<file path="src/rtl/fmmt_pkg.sv">
// shared types and codes for the min/max tracking queue
package fmmt_pkg;

    localparam int DATA_W = 32;

    localparam logic MODE_PUSH = 1'b0;
    localparam logic MODE_POP  = 1'b1;

    localparam logic [1:0] STATUS_OK    = 2'd0;
    localparam logic [1:0] STATUS_EMPTY = 2'd1;
    localparam logic [1:0] STATUS_FULL  = 2'd2;

    typedef logic signed [DATA_W-1:0] word_t;

    typedef struct packed {
        logic push;
        logic shift;
    } cell_ctl_t;

endpackage

</file>
<file path="src/rtl/fifo_with_min_max_tracking_top.sv">
// queue of signed words built from a row of cells, with running max, min and count
// latency: push or plain pop has its result registered in the cycle after the request
// a pop that removes the max or min rotates the cell row once to rescan the remaining entries
// throughput: 1 request per cycle while the output is not stalled; no request is taken during a rescan
// reset: synchronous active-low aresetn empties the queue and zeroes max, min, count
module fifo_with_min_max_tracking_top #(
    parameter int DEPTH = 16
) (
    input  logic                   aclk,
    input  logic                   aresetn,
    input  logic                   s_valid,
    output logic                   s_ready,
    input  logic                   s_mode,
    input  fmmt_pkg::word_t        s_data_word,
    output logic                   m_valid,
    input  logic                   m_ready,
    output logic [1:0]             m_status,
    output logic [4:0]             m_entry_count,
    output fmmt_pkg::word_t        m_max_value,
    output fmmt_pkg::word_t        m_min_value
);
    import fmmt_pkg::*;

    localparam int CW = $clog2(DEPTH + 1);
    localparam int SW = $clog2(DEPTH);

    localparam logic S_IDLE = 1'b0;
    localparam logic S_SCAN = 1'b1;

    logic            state_reg, state_next;
    logic [SW-1:0]   scan_cnt_reg, scan_cnt_next;
    logic [CW-1:0]   count_reg, count_next;
    word_t           max_reg, max_next;
    word_t           min_reg, min_next;
    word_t           hi_reg, hi_next;
    word_t           lo_reg, lo_next;

    logic            m_valid_reg, m_valid_next;
    logic [1:0]      status_reg, status_next;
    logic [CW-1:0]   ocount_reg, ocount_next;
    word_t           omax_reg, omax_next;
    word_t           omin_reg, omin_next;

    cell_ctl_t       ctl;
    word_t           cell_data  [DEPTH];
    logic            cell_valid [DEPTH];
    word_t           head;
    word_t           cand_hi, cand_lo;
    logic            accept;
    logic            scan_first, scan_last;
    logic [CW+4:0]   count_ext;

    // row of cells; the last one takes the head back while rotating
    for (genvar i = 0; i < DEPTH; i++) begin : g_cell
        logic  pv;
        logic  nv;
        word_t nd;
        if (i == 0) begin : g_first
            assign pv = 1'b1;
        end else begin : g_inner
            assign pv = cell_valid[i-1];
        end
        if (i == DEPTH - 1) begin : g_last
            assign nd = cell_data[0];
            assign nv = (state_reg == S_SCAN) ? cell_valid[0] : 1'b0;
        end else begin : g_mid
            assign nd = cell_data[i+1];
            assign nv = cell_valid[i+1];
        end
        fmmt_cell u_cell (
            .aclk       (aclk),
            .aresetn    (aresetn),
            .ctl        (ctl),
            .push_data  (s_data_word),
            .prev_valid (pv),
            .next_data  (nd),
            .next_valid (nv),
            .data       (cell_data[i]),
            .valid      (cell_valid[i])
        );
    end

    assign head       = cell_data[0];
    assign s_ready    = (state_reg == S_IDLE) && (!m_valid_reg || m_ready);
    assign accept     = s_valid && s_ready;
    assign scan_first = (scan_cnt_reg == '0);
    assign scan_last  = (scan_cnt_reg == SW'(DEPTH - 1));

    always_comb begin
        cand_hi = hi_reg;
        cand_lo = lo_reg;
        if (scan_first) begin
            cand_hi = head;
            cand_lo = head;
        end else if (cell_valid[0]) begin
            if (head > hi_reg) cand_hi = head;
            if (head < lo_reg) cand_lo = head;
        end
    end

    always_comb begin
        state_next    = state_reg;
        scan_cnt_next = scan_cnt_reg;
        count_next    = count_reg;
        max_next      = max_reg;
        min_next      = min_reg;
        hi_next       = hi_reg;
        lo_next       = lo_reg;
        m_valid_next  = m_valid_reg && !m_ready;
        status_next   = status_reg;
        ocount_next   = ocount_reg;
        omax_next     = omax_reg;
        omin_next     = omin_reg;
        ctl.push      = 1'b0;
        ctl.shift     = 1'b0;

        case (state_reg)
            S_IDLE: begin
                if (accept) begin
                    if (s_mode == MODE_PUSH) begin
                        if (count_reg == CW'(DEPTH)) begin
                            m_valid_next = 1'b1;
                            status_next  = STATUS_FULL;
                            ocount_next  = count_reg;
                            omax_next    = max_reg;
                            omin_next    = min_reg;
                        end else begin
                            ctl.push   = 1'b1;
                            count_next = count_reg + 1'b1;
                            if (count_reg == '0) begin
                                max_next = s_data_word;
                                min_next = s_data_word;
                            end else begin
                                if (s_data_word > max_reg) max_next = s_data_word;
                                if (s_data_word < min_reg) min_next = s_data_word;
                            end
                            m_valid_next = 1'b1;
                            status_next  = STATUS_OK;
                            ocount_next  = count_next;
                            omax_next    = max_next;
                            omin_next    = min_next;
                        end
                    end else begin
                        if (count_reg == '0) begin
                            m_valid_next = 1'b1;
                            status_next  = STATUS_EMPTY;
                            ocount_next  = '0;
                            omax_next    = '0;
                            omin_next    = '0;
                        end else begin
                            ctl.shift  = 1'b1;
                            count_next = count_reg - 1'b1;
                            if (count_reg == CW'(1)) begin
                                max_next     = '0;
                                min_next     = '0;
                                m_valid_next = 1'b1;
                                status_next  = STATUS_OK;
                                ocount_next  = '0;
                                omax_next    = '0;
                                omin_next    = '0;
                            end else if (head == max_reg || head == min_reg) begin
                                state_next    = S_SCAN;
                                scan_cnt_next = '0;
                            end else begin
                                m_valid_next = 1'b1;
                                status_next  = STATUS_OK;
                                ocount_next  = count_next;
                                omax_next    = max_reg;
                                omin_next    = min_reg;
                            end
                        end
                    end
                end
            end
            S_SCAN: begin
                // full rotation of the row brings every cell past the head once
                ctl.shift     = 1'b1;
                hi_next       = cand_hi;
                lo_next       = cand_lo;
                scan_cnt_next = scan_cnt_reg + 1'b1;
                if (scan_last) begin
                    state_next    = S_IDLE;
                    scan_cnt_next = '0;
                    max_next      = cand_hi;
                    min_next      = cand_lo;
                    m_valid_next  = 1'b1;
                    status_next   = STATUS_OK;
                    ocount_next   = count_reg;
                    omax_next     = cand_hi;
                    omin_next     = cand_lo;
                end
            end
            default: begin
                state_next = S_IDLE;
            end
        endcase
    end

    always_ff @(posedge aclk) begin
        if (!aresetn) begin
            state_reg    <= S_IDLE;
            scan_cnt_reg <= '0;
            count_reg    <= '0;
            max_reg      <= '0;
            min_reg      <= '0;
            m_valid_reg  <= 1'b0;
        end else begin
            state_reg    <= state_next;
            scan_cnt_reg <= scan_cnt_next;
            count_reg    <= count_next;
            max_reg      <= max_next;
            min_reg      <= min_next;
            m_valid_reg  <= m_valid_next;
        end
    end

    always_ff @(posedge aclk) begin
        hi_reg     <= hi_next;
        lo_reg     <= lo_next;
        status_reg <= status_next;
        ocount_reg <= ocount_next;
        omax_reg   <= omax_next;
        omin_reg   <= omin_next;
    end

    assign count_ext     = {5'b0, ocount_reg};
    assign m_valid       = m_valid_reg;
    assign m_status      = status_reg;
    assign m_entry_count = count_ext[4:0];
    assign m_max_value   = omax_reg;
    assign m_min_value   = omin_reg;

endmodule

</file>
<file path="src/rtl/fmmt_cell.sv">
// one queue cell: loads on push when it is the first free slot, shifts from its neighbor
module fmmt_cell (
    input  logic                aclk,
    input  logic                aresetn,
    input  fmmt_pkg::cell_ctl_t ctl,
    input  fmmt_pkg::word_t     push_data,
    input  logic                prev_valid,
    input  fmmt_pkg::word_t     next_data,
    input  logic                next_valid,
    output fmmt_pkg::word_t     data,
    output logic                valid
);
    import fmmt_pkg::*;

    word_t data_reg;
    logic  valid_reg;
    logic  load;

    assign load  = ctl.push && prev_valid && !valid_reg;
    assign data  = data_reg;
    assign valid = valid_reg;

    always_ff @(posedge aclk) begin
        if (!aresetn) begin
            valid_reg <= 1'b0;
        end else if (ctl.shift) begin
            valid_reg <= next_valid;
        end else if (load) begin
            valid_reg <= 1'b1;
        end
    end

    always_ff @(posedge aclk) begin
        if (ctl.shift) begin
            data_reg <= next_data;
        end else if (load) begin
            data_reg <= push_data;
        end
    end

endmodule

</file>
<file path="config.mk">
export PLATFORM = sky130hd
export DESIGN_NAME = fifo_with_min_max_tracking_top
export DESIGN_NICKNAME = d
export VERILOG_FILES = /design/src/rtl/fmmt_pkg.sv /design/src/rtl/fifo_with_min_max_tracking_top.sv /design/src/rtl/fmmt_cell.sv
export SDC_FILE = /design/constraint.sdc
export NUM_CORES = 1
export LEC_CHECK = 0
export BUFFER_PORTS_ARGS = -buffer_cell sky130_fd_sc_hd__buf_4
export CAP_MARGIN = 15
export CELL_PAD_IN_SITES_DETAIL_PLACEMENT = 1
export CELL_PAD_IN_SITES_GLOBAL_PLACEMENT = 2
export CORE_ASPECT_RATIO = 1.2
export CORE_UTILIZATION = 44
export CTS_BUF_LIST = sky130_fd_sc_hd__clkbuf_4
export CTS_CLUSTER_DIAMETER = 200
export DETAILED_ROUTE_END_ITERATION = 16
export PLACE_DENSITY = 0.89
export SKIP_LAST_GASP = 1
export SYNTH_ARGS = -nofsm -noshare
export SYNTH_HDL_FRONTEND = slang
export SYNTH_SLANG_ARGS = --single-unit
</file>
<file path="constraint.sdc">
create_clock -name aclk -period 7 [get_ports aclk]
set_clock_uncertainty 0.05 [all_clocks]
set_input_delay 0.7 -clock aclk [delete_from_list [all_inputs] [get_ports aclk]]
set_output_delay 0.7 -clock aclk [all_outputs]
set_load 0.005 [all_outputs]
</file>
== Yosys cells after proc, flatten, opt, wreduce, memory -nomap -nowiden ==
Index checks and enable logic that the tools add are counted.
Storage, ports and cells
  RAM bits: 0
  flip-flop bits (word level): 738
  logic and storage cells: 288
  memories kept: 0
  output and inout bits: 73
  latch bits: 0
  memory bits (read-only): 0
Operators by class
  order comparisons: 4
  multipliers: 0
  divide/modulo/power cells: 0
  $add $sub $neg: 3
  multiplexer cells: 145
  bitwise operators: 1
  shifts and indexed selects: 0
  reduce and logical (&&, ||, !) cells: 76
  equality and inequality tests: 15
Operators by type and width (count)
  $mux 32: 62
  $pmux 32 s2: 4
  $eq 32x32->1: 2
  $gt 32x32->1: 2
  $lt 32x32->1: 2
  $mux 1: 50
  $mux 5: 9
  $logic_and 1x1->1: 34
  $reduce_bool 2->1: 16
  $mux 4: 6
  $logic_not 1->1: 18
  $mux 2: 8
  $ne 2x2->1 const B: 5
  $pmux 5 s2: 1
  $pmux 4 s2: 1
  $pmux 1 s2: 3
  $reduce_and 3->1: 2
  $add 5x1->5 const B: 1
  $eq 5x1->1 const B: 1
  $eq 5x5->1 const B: 1
  $logic_not 5->1: 1
  $ne 5x5->1 const B: 1
  $reduce_and 5->1: 1
  $sub 5x1->5 const B: 1
  other kinds (10): 12

== Logic depth before layout (Yosys ltp) ==
  depth after elaboration: 10
  depth in mapped cells: 13
  depth with buffers taken out: 11

== Modules after synthesis ==
Synthesis repeated with hierarchy kept, for this count alone.
Second synthesis, totals
  cells, all modules: 2451
  area total of the unflattened synthesis: 38032.7 µm²
By module, submodules not included
  fmmt_cell: cells each 75, area each 1536.5 µm², instances 16
  fifo_with_min_max_tracking_top: cells each 1251, area each 13449.1 µm², instances 1

== Worst setup path after synthesis ==
OpenSTA, ideal clock, no wires.
  kind: register to register
  start: register state_reg
  end: register g_cell[1].u_cell.valid_reg
  library setup time: 69 ps
  data required time: 6881 ps
  arrival: 5006 ps
  setup slack: 1875 ps
  stages on the path, launching flop included: 7
  period minus slack after synthesis: 5125 ps
  path buffers: 1
  cell sequence: dfxtp_1 -> nor2_1 -> and2_1 -> nand2_1 -> clkbuf_1 -> o31ai_1 -> o221a_2
On the way
  word-level cells in the longest chain between the ends: 8
  elaborated cells between the ends (all ways): 10
  those cells by class: mux: 4; bitwise: 1; reduce/logical: 5
Ends and longest elaborated chain
  start, declared: line fifo_with_min_max_tracking_top.sv:30  | logic state_reg, state_next;
  start signal, assigned: line fifo_with_min_max_tracking_top.sv:208  | state_reg <= state_next;
  $not 1->1 (no line) *
  $logic_and 1x1->1 *: line fifo_with_min_max_tracking_top.sv:84  | assign s_ready = (state_reg == S_IDLE) && (!m_valid_reg || m_ready);
  net s_ready: line fifo_with_min_max_tracking_top.sv:12  | output logic s_ready,
  $logic_and 1x1->1 *: line fifo_with_min_max_tracking_top.sv:85  | assign accept = s_valid && s_ready;
  $mux 2 *: line fifo_with_min_max_tracking_top.sv:119  | if (accept) begin
  $mux 1: line fifo_with_min_max_tracking_top.sv:117  | case (state_reg)
  $logic_and 1x1->1 (2 in a row): line fmmt_cell.sv:19  | assign load = ctl.push && prev_valid && !valid_reg;
  $reduce_bool 2->1 (no line)
  end signal, assigned: line fmmt_cell.sv:27  | valid_reg <= next_valid;
  end, declared: line fmmt_cell.sv:16  | logic valid_reg;
The timed path passes the listed nets; every way through them passes the cells marked *.
A chain may end at the register's enable or synchronous reset.

== Final worst setup path ==
  start: register g_cell[0].u_cell.data_reg[17]
  end: register omin_reg[31] (netlist: m_min_value[31]), data pin
On the way
  word-level cells in the longest chain between the ends: 6
Ends and longest elaborated chain
  start, declared: line fmmt_cell.sv:15  | word_t data_reg;
  start signal, assigned: line fmmt_cell.sv:35  | data_reg <= next_data;
  start signal, assigned: line fmmt_cell.sv:37  | data_reg <= push_data;
  $lt 32x32->1: line fifo_with_min_max_tracking_top.sv:97  | if (head < lo_reg) cand_lo = head;
  $mux 32: line fifo_with_min_max_tracking_top.sv:97
  $mux 32: line fifo_with_min_max_tracking_top.sv:95  | end else if (cell_valid[0]) begin
  $mux 32: line fifo_with_min_max_tracking_top.sv:92  | if (scan_first) begin
  net cand_lo[31]: line fifo_with_min_max_tracking_top.sv:48  | word_t cand_hi, cand_lo;
  $mux 32: line fifo_with_min_max_tracking_top.sv:181  | if (scan_last) begin
  $pmux 32 s2: line fifo_with_min_max_tracking_top.sv:117
  net omin_next[31]: line fifo_with_min_max_tracking_top.sv:42  | word_t omin_reg, omin_next;
  end signal, assigned: line fifo_with_min_max_tracking_top.sv:223  | omin_reg <= omin_next;
  end, declared: line fifo_with_min_max_tracking_top.sv:42
The timed path passes the listed nets, and every way through them passes these cells. The select of a mux whose other input is x is not followed.

==> metrics.md <==
| Metric | Value |
|---|---|
| Root buf cell | clkbuf_4 |
| IO Port Bufs | ~110 |
| Setup total negative slack | 0 ps |
| TritonRoute pass-1 iters | 8 |
| Post-CTS Resized | 0 |
| Routing usage on met1 | between 30 and 40% |
| M3 GR Usage | roughly 4.6% |
| DRC | 0 |
| Total global routing overflow | 0 |
| Cell mode on critical path | a21o_1 |
| Final #Nets | 3502 |
| Min-Delay Path Depth | 3 |
| WS Path Type | reg2reg |
| Post-synth top flop | edfxtp_1 |
| Peak supply drop | ~160 uV |
| Global route hottest layer | met2 |
| Final wirelength | ~100000 um |
| Hold Path Class | in2reg |
| Reg2Reg Depth | 11 |
| Critical path depth | 11 |
| Core Footprint | 77770 um2 |
| Layout cell share with drive strength beyond 1 | approximately 16% |
| Inserted Clock Buffers | between 150 and 200 |
| Vias/cell | 5.674 |
| Worst Path Required | 7750 ps |
| Clock sinks | 738 |
| Crit path buffers/inverters | 1 |
| Slew margin rel. | 24.64% |
| Status | finished, final reports clean |
| Latest clock arrival within the worst-skew pair | roughly 1000 ps |
| Fmax | approximately 210 MHz |
| Asr flop ratio synth | 0% |
| Hpwl dp | ~66000 um |
| CP Capture Type | flip-flop |
| Largest net degree at the start of global routing | 176 |
| Post CTS Setup Buffer Count | 0 |
| Final setup viols | 0 |
| DRT iter0 DRCs | 2126 |
| Synthesis Warnings | 0 |
| Post-synthesis cell count | 3149 |
| Max FO, Critical Path | 19 |
| Hold Fails Final Rpt | 0 |
| MaxCap Viol Count | 0 |
| CTS clk-pin slew, worst paths | approximately 80 ps |
| Longest Clk Path Bufs | 3 |
| IO Pins | 110 |
| First-pass GRT wire length | 159500 um |
| CP cell instances | ha_1 -> a21o_1 -> a21o_1 -> a21oi_1 -> nor3_1 -> a2111oi_0 -> nand3_1 -> o211ai_4 -> buf_4 -> mux2_2 -> a2111o_1 |
| Vias in the first global route | 27.15k |
| Max FFs per register | about 500 |
| Startpoint Class | flip-flop |
| Post-synthesis area per instance | 10.99 um2 |
| Post-Place Worst Slack | around 2200 ps |
| Htree depth | 4 |
| GRT Total Usage | between 20% and 30% |
| Via count | ~26k |
| Pwr/cell area | between 200 and 300 nW/um2 |
| Fillers | 8347 |
| Syn nets | around 3.3k |
| Die width | roughly 260 um |
| Post-DRT Antenna Nets | 0 |
| # rows | roughly 110 |
| Sequential cell area fraction in the yosys report | 61.42% |
| Setup repair after global routing missed its margin | no |
| Antenna violations before repair | 1 |
| Largest stage delay, worst path | 790 ps |
| TritonCTS clock tree | built |
| Fin. max-slew vios | 0 |
| P&R area growth vs syn | 13.61% |
| CTS Hold Bufs | 33 |
| Count of cell types in the netlist | 63 |
| Die Span Y | around 300 um |
| Lkg Pwr | roughly 16 nW |
| Max stage delay cell, worst path | a2111oi_0 |
| Routability cong. | approximately 0.96 |
| #FFs+latches synth | between 700 and 800 |
| Initial core utilization | approximately 44% |
| Min Tclk post-route | 4767 ps |
| Setup slack after layout | 2233 ps |
| Post-Syn Area | between 30000 and 40000 um2 |
| Die area | 79760 um2 |
| Worst-Margin Slew | around 1100 ps |
| Drt wl/cell | between 20 and 25 um |
| CP arrival | between 5000 and 6000 ps |
| Tcrit/Tclk final | just under 70% |
| Post-synth EDFFs | 647 |
| CP top delay family | compound AO/OA/AOI/OAI gates |
| Grt met2 use | between 40% and 50% |
[logic make-up (layout without fill, tap and decap cells)]
group | after synthesis | in the layout | synth area share, %
AOI/OAI and AO/OA | 345 | 345 | 7.512
xor gates and xnor gates | 69 | 69 | 1.747
adders and majority gates | 131 | 131 | 4.738
buffers and inverters | 310 | 646 | 3.486
DFF | 738 | 738 | 61.42
muxes | 132 | 132 | 4.499
other | 0 | 1 | 0
and+or+nand+nor | 1424 | 1424 | 16.60
[per-layer routing]
metal	part of all wire, %	vias up
met5	0	-
met4	4.4	0
met3	5.6	241
met2	49	907
met1	41	12950
li1	-	11500
[synth_stat cells, types with 7 or more instances]
cell type | instances | share of area (%)
nor2_1 | 33 | 0.36
xnor2_1 | 66 | 1.7
o21ai_0 | 52 | 0.75
o21ai_1 | 16 | 0.23
nor4_1 | 7 | 0.13
nor2b_1 | 7 | 0.13
mux2_2 | 64 | 2.1
clkbuf_1 | 161 | 1.7
a32oi_1 | 33 | 0.84
nand2_1 | 1217 | 13
nand2b_1 | 17 | 0.31
a22oi_1 | 34 | 0.74
and3_1 | 37 | 0.67
mux2_4 | 30 | 1.3
ha_1 | 131 | 4.7
inv_1 | 134 | 1.5
buf_2 | 7 | 0.10
a21oi_1 | 50 | 0.72
dfxtp_1 | 91 | 5.3
edfxtp_1 | 647 | 56
mux2i_1 | 34 | 0.98
a21o_1 | 34 | 0.74
o221a_2 | 14 | 0.46
nand4_1 | 36 | 0.65
a221o_1 | 64 | 1.9
nand3_1 | 42 | 0.61
[worst min-delay path, cell delays in order]
cell and delay, ps:
buf_4 80, and2_1 210, a311oi_1 120
[path summary, 6_finish.rpt]
kind | from | endpoint | slack [ps]
setup / recovery | g_cell[0].u_cell.data[17] | m_min_value[31] | 2230
hold / removal | s_valid | count_reg[2] | 120
setup reg to reg | g_cell[0].u_cell.data[17] | m_min_value[31] | 2230
hold reg to reg | g_cell[7].u_cell.data[5] | g_cell[6].u_cell.data[5] | 450
[report_power, final]
group	leakage, nW	total [mW]	switching (mW)	internal [mW]
clock network	1.40	3.79	1.86	1.93
logic	7.42	1.65	1.11	0.541
registers	6.76	5.51	0.207	5.31
total	15.6	11.0	3.18	7.78
[cell type report]
class / instances / area [um2] / area share, %
flip-flops and latches: 738 / 21250 / 54.08
multi-input cells: 2101 / 12400 / 31.55
clock buffers: 266 / 1997 / 5.081
repair buffers: 178 / 1456 / 3.705
well taps: 1026 / 1284 / 3.266
inverters: 134 / 503.0 / 1.280
clock inverters: 68 / 407.9 / 1.038
diodes: 1 / 2.502 / 0.006367
[placed cells by master, fill, tap and decap left out, types with 34 or more instances in the layout]
cell      count
o21ai_0      37
xnor2_1      66
inv_1       134
ha_1        131
buf_4       142
and3_1       36
nand2_1    1216
mux2_2       64
a221o_1      64
clkbuf_4    266
nand4_1      36
nand3_1      42
a22oi_1      34
dfxtp_1      90
clkinv_1     54
edfxtp_1    647
mux2i_1      34
a21oi_1      49
[stage by stage]
stage,instances,utilization [%],cell area (um2),total power [mW],hold WS [ps]
after detailed placement,4143,46.99,36550,7.226,453.4
after global placement,4143,46.99,36550,7.135,443.6
after global routing,4512,50.54,39300,11.41,58.52
after CTS,4510,50.51,39280,11.05,0.1310
final,4512,50.54,39300,10.96,117.5
after floorplan,3149,-,34600,6.541,432.1
Note: power is estimated with default switching activity, not from simulation.
